`config.mk`:
```
export PLATFORM = sky130hd
export DESIGN_NAME = tdwc_ctl
export DESIGN_NICKNAME = d
export VERILOG_FILES = /design/src/rtl/tdwc_pkg.sv /design/src/rtl/tdwc_ctl.sv
export SDC_FILE = /design/constraint.sdc
export NUM_CORES = 1
export LEC_CHECK = 0
export ABC_AREA = 1
export BUFFER_PORTS_ARGS = -buffer_cell sky130_fd_sc_hd__buf_2
export CAP_MARGIN = 10
export CORE_AREA = 8 8 45 47
export CTS_BUF_LIST = sky130_fd_sc_hd__clkbuf_8
export CTS_CLUSTER_DIAMETER = 100
export CTS_CLUSTER_SIZE = 10
export DETAILED_ROUTE_END_ITERATION = 6
export DIE_AREA = 0 0 53 55
export PLACE_DENSITY = 0.54
export SETUP_SLACK_MARGIN = 0.2
export SLEW_MARGIN = 20
export SYNTH_ARGS = -nofsm -noshare
export SYNTH_HDL_FRONTEND = slang
export SYNTH_SLANG_ARGS = --single-unit
```
`constraint.sdc`:
```
create_clock -name clk -period 1 [get_ports clk]
set_input_delay 0.1 -clock clk [delete_from_list [all_inputs] [get_ports clk]]
set_output_delay 0.1 -clock clk [all_outputs]
set_load 0.05 [all_outputs]
```
`src/rtl/tdwc_pkg.sv`:
```
// Shared types and constants for the trie dictionary word counter.
// Used by the controller, the datapath and the top level.
`default_nettype none

package tdwc_pkg;

	localparam int ACTION_W = 2;
	localparam int NODE_W = 12;
	localparam int LETTER_W = 5;
	localparam int COUNT_W = 32;
	localparam int ALPHA_SIZE = 26;
	localparam int NODE_LIMIT = 1 << NODE_W;

	typedef enum logic [ACTION_W-1:0] {
		ACT_LINK = 2'd0,
		ACT_MARK = 2'd1,
		ACT_TEXT = 2'd2
	} action_t;

	typedef struct packed {
		logic clr;
		logic accept;
		logic issue;
		logic commit;
		logic finish;
	} tdwc_cmd_t;

	typedef struct packed {
		logic clr_done;
		logic issue_last;
		logic text_last;
	} tdwc_sts_t;

endpackage

`default_nettype wire

```
`src/rtl/tdwc_ctl.sv`:
```
// Controller state machine for the trie dictionary word counter.
// Depends on tdwc_pkg; drives commands to tdwc_dp and owns both handshakes.
`default_nettype none

module tdwc_ctl
	import tdwc_pkg::*;
(
	input  wire logic                clk,
	input  wire logic                arst_n,
	input  wire logic                in_valid,
	output logic                     in_stall,
	input  wire logic [ACTION_W-1:0] action,
	output logic                     out_valid,
	input  wire logic                out_stall,
	input  wire tdwc_sts_t           sts,
	output tdwc_cmd_t                cmd
);

	typedef enum logic [2:0] {
		ST_CLEAR,
		ST_IDLE,
		ST_WALK,
		ST_DRAIN1,
		ST_DRAIN2,
		ST_COMMIT
	} state_t;

	state_t state_q;
	logic   out_valid_q;

	assign in_stall = (state_q != ST_IDLE);
	assign out_valid = out_valid_q;

	always_comb begin
		cmd = '0;
		unique case (state_q)
			ST_CLEAR: cmd.clr = 1'b1;
			ST_IDLE: cmd.accept = in_valid;
			ST_WALK: cmd.issue = 1'b1;
			ST_DRAIN1, ST_DRAIN2: cmd = '0;
			ST_COMMIT: begin
				if (!sts.text_last) begin
					cmd.commit = 1'b1;
				end else if (!out_valid_q || !out_stall) begin
					cmd.finish = 1'b1;
				end
			end
			default: cmd = '0;
		endcase
	end

	always_ff @(posedge clk or negedge arst_n) begin
		if (!arst_n) begin
			state_q <= ST_CLEAR;
			out_valid_q <= 1'b0;
		end else begin
			if (cmd.finish) begin
				out_valid_q <= 1'b1;
			end else if (!out_stall) begin
				out_valid_q <= 1'b0;
			end
			unique case (state_q)
				ST_CLEAR: if (sts.clr_done) state_q <= ST_IDLE;
				ST_IDLE: if (cmd.accept && action == ACT_TEXT) state_q <= ST_WALK;
				ST_WALK: if (sts.issue_last) state_q <= ST_DRAIN1;
				ST_DRAIN1: state_q <= ST_DRAIN2;
				ST_DRAIN2: state_q <= ST_COMMIT;
				ST_COMMIT: if (cmd.commit || cmd.finish) state_q <= ST_IDLE;
				default: state_q <= ST_IDLE;
			endcase
		end
	end

	a_no_overwrite: assert property (@(posedge clk) disable iff (!arst_n)
		cmd.finish |-> (!out_valid_q || !out_stall))
		else $error("result overwritten while pending");

	a_text_walks: assert property (@(posedge clk) disable iff (!arst_n)
		(cmd.accept && action == ACT_TEXT) |=> state_q == ST_WALK)
		else $error("text letter did not start a walk");

	a_out_taken: assert property (@(posedge clk) disable iff (!arst_n)
		$fell(out_valid_q) |-> $past(!out_stall))
		else $error("result dropped before it was taken");

endmodule

`default_nettype wire

```
Word-level counts from Yosys, hierarchy flattened:

Cells that the tools add are included.

* flip-flop bits (word level): 4
* latch bits: 0
* memory bits (writable): 0
* memory bits (read-only): 0
* input port bits: 9
* output and inout bits: 7
* word-level logic and storage cells: 35
* memories: 0

* $add $sub $neg: 0
* $mul: 0
* div/mod/pow operators: 0
* $lt $le $gt $ge: 0
* equality and inequality tests: 12
* shift-type cells: 0
* muxes and demuxes: 14
* bitwise logic cells: 0
* reductions and logical operators: 7

Operators with widths (number)
* 3-bit case mux with 6 select lines: 1
* 3-bit 2-to-1 mux: 4
* 1-bit 2-to-1 mux: 8
* 2-bit inequality test, second input constant: 4
* 3-bit by 2-bit equality test with 1-bit output, second input constant: 2
* 3-bit equality test, second input constant: 2
* 4-bit AND reduction: 1
* 3-bit by 1-bit equality test with 1-bit output, second input constant: 1
* 3-bit zero test: 1
* 3-bit by 1-bit inequality test with 1-bit output, second input constant: 1
* 2-bit equality test, second input constant: 1
* 1-bit zero test: 2
* 1-bit logical OR: 2
* 2-bit 2-to-1 mux: 1
* 2-bit by 1-bit inequality test with 1-bit output, second input constant: 1
* 1-bit logical AND: 1

Depth between registers and ports, before layout:

* depth after elaboration: 8
* depth in mapped cells: 6
* gate-level depth less buffers: 6

Worst setup path before layout:

Ideal clock, no wire load.

* kind: register to output
* from: reg state_q[2]
* to: out cmd[3] (netlist bit)
* data arrival time: 1544 ps
* required time: 900 ps
* path slack: -644 ps
* stages on the path, launching flop included: 4
* path buffers: 0
* cells stage by stage: dfrtp_1 -> inv_2 -> nand3_2 -> nor2_1

RTL lines
* start: declaration: RTL line tdwc_ctl.sv:28 `state_t state_q;`
* start signal: assignment: RTL line tdwc_ctl.sv:54 `state_q <= ST_CLEAR;`
* start signal: assignment: RTL line tdwc_ctl.sv:63 `ST_CLEAR: if (sts.clr_done) state_q <= ST_IDLE;`
* start signal: assignment: RTL line tdwc_ctl.sv:64 `ST_IDLE: if (cmd.accept && action == ACT_TEXT) state_q <= ST_WALK;`
* end: declaration: RTL line tdwc_ctl.sv:16 `output tdwc_cmd_t cmd`

==> run summary <==
Status -> finished with violations
Failing checks -> negative setup slack
Max FO, Critical Path -> 4
Gr usage total -> 0.0799
Overflow after GRT -> 0
CTS Buf Count -> 3
Crit-path cells -> nor2_2 > nand2_2 > clkinvlp_4 > buf_6
Diodes inserted -> 0
Distinct cell type count after synthesis -> 10
Max clock buf depth -> 2
CP arrival -> 1120 ps
Port bufs -> 15
Nets -> 80
Slew headroom -> 0.854
Syn nets -> 51
Final Total Pwr -> 2270 uW
Clk_skew -> 1.37 ps
Worst setup margin -> -216 ps
Core area -> 1380 um^2
Initial drt markers -> 3
Critical path class -> flop to output port
Routability congestion estimate -> 0.695
Layout cells sized above 1 -> 0.729
Die width -> 53 um
Clk slew on worst S/H paths -> 30 ps
Startpoint types -> flop
Most frequent cells in the layout -> buf_2, buf_4, nor2_4
Via density -> 4.13
Setup repair after global routing missed its margin -> true
Flops & latches, synth -> 4
Cell Rows -> 14
Via count -> 355
Drc violations -> 0
Leakage power -> 0.000290 uW
Pin count of the biggest net entering global routing -> 5
Die area -> 2920 um^2
Register area share after synthesis -> 0.359
Later-pin clock latency in the skew report -> 220 ps
Fin crit share -> 1.22
Synthesized cell area -> 279 um^2
Slew Limit Fails -> 0
Initial antenna violation count -> 0
TritonCTS clock tree -> done
Post-DP HPWL -> 670 um
Slowest CP cell -> dfrtp_2
Die height -> 55 um
Area Growth Syn to Fin -> 130%
IO Count -> 16
Hold slack -> 140 ps
Root Buffer -> clkbuf_8
Fin crit period -> 1220 ps
Worst Hold Class -> input port to flop
Synth Warn # -> 0
Final hold violations -> 0
Post-DRT Antenna Nets -> 0
Critical Path End Type -> output port
Critical path buffers and inverters -> 2
Slew @ Worst Pin -> 218 ps
Crit path max-delay family -> flip-flops
Htree depth -> 1
Fmax -> 0.822 GHz
Routed WL -> 960 um
Largest stage delay, worst path -> 440 ps
Drt first pass iters -> 3
Fillers -> 134
Starting density of the core -> 0.202
Most common cell after layout, fill and taps aside -> buf_2
Setup-failing EPs final -> 9
First-pass GRT wire length -> 1.65 mm
P per Cell Area -> 3530 nW/um^2
Mapped Cells -> 42
Clock sinks -> 4
Max Cap Viol -> 0
Max VDD drop -> 1.16 mV
Avg WL per Cell -> 11.2 um
Vias in the first global route -> 392
Synth Area per Inst -> 6.64 um^2
Required time of the worst setup path -> 900 ps
==> timing repair <==
item | CTS | global route
gates resized for setup | 25 | 6
buffers inserted | 3 | 1
pin swaps | 3 | 1
hold buffers | 1 | 0
endpoints found under the hold margin | 4 | 0
setup endpoints to repair | 11 | 11
==> worst min-delay path, cell delays in order <==
cell	delay, ps
buf_2	100
nand2_2	60
o21ai_2	60
==> registers in the layout, summed over array words and instances, names as in the netlist <==
signal	count
out_valid	1
state_q	3
==> synth_stat cells <==
library cell	number	area [um^2]
a21oi_2	1	8.76
dfrtp_1	4	100
inv_1	6	22.5
inv_2	2	7.51
nand2_1	7	26.3
nand3_1	2	10.0
nand3_2	3	30.0
nor2_1	11	41.3
nor2_2	2	12.5
o21ai_0	4	20.0
==> cell type report <==
class	count	area [um^2]	share of cell area
multi-input cells	30	230	0.358
repair buffers	24	208	0.323
well taps	16	20.0	0.0311
clock inverters	1	3.75	0.00584
flip-flops and latches	4	103	0.160
clock buffers	3	41.3	0.0642
inverters	8	37.5	0.0584
==> per-layer routing <==
layer	global-route usage	vias to the layer above	part of all wire
li1	-	183	-
met4	0.0776	0	0.035
met1	0.0794	162	0.36
met5	0	-	0
met3	0.0241	5	0.032
met2	0.131	5	0.57
==> final timing paths <==
| kind | start | end | slack [ps] | cells after the start |
|---|---|---|---|---|
| min in group asynchronous | arst_n | state_q[1] | 220 | 2 |
| worst min-delay path | out_stall | out_valid | 140 | 3 |
| max in group asynchronous | arst_n | out_valid | 650 | 2 |
| worst max register to register | state_q[2] | state_q[1] | -170 | 7 |
| worst min register to register | out_valid | out_valid | 570 | 2 |
| worst max-delay path | state_q[0] | cmd[4] | -220 | 4 |
==> logic make-up (layout without fill, tap and decap cells) <==
kind of cell           after synthesis  in the layout  share of synthesized area
AO/OA/AOI/OAI                        5              5                      0.103
buffers and inverters                8             36                      0.108
flip-flops                           4              4                      0.359
AND/OR/NAND/NOR                     25             25                      0.431
==> where the power goes <==
part	leakage (uW)	total, uW	switching [uW]	internal, uW
Clock	0.0000269	354	91.4	262
Combinational	0.000215	1580	925	658
Sequential	0.0000475	336	91.9	244
Total	0.000290	2270	1110	1160
==> metrics by stage <==
stage	area (um^2)	cells	utilization	worst slack [ps]	TNS, ps
floorplan	328	42	-	-140	-390
global placement	453	77	0.327	-141	-809
detailed placement	453	77	0.327	-144	-852
CTS	614	85	0.444	-240	-1730
global route	643	86	0.465	-266	-2020
finish	643	86	0.465	-216	-1520
(Power assumes the default switching activity.)
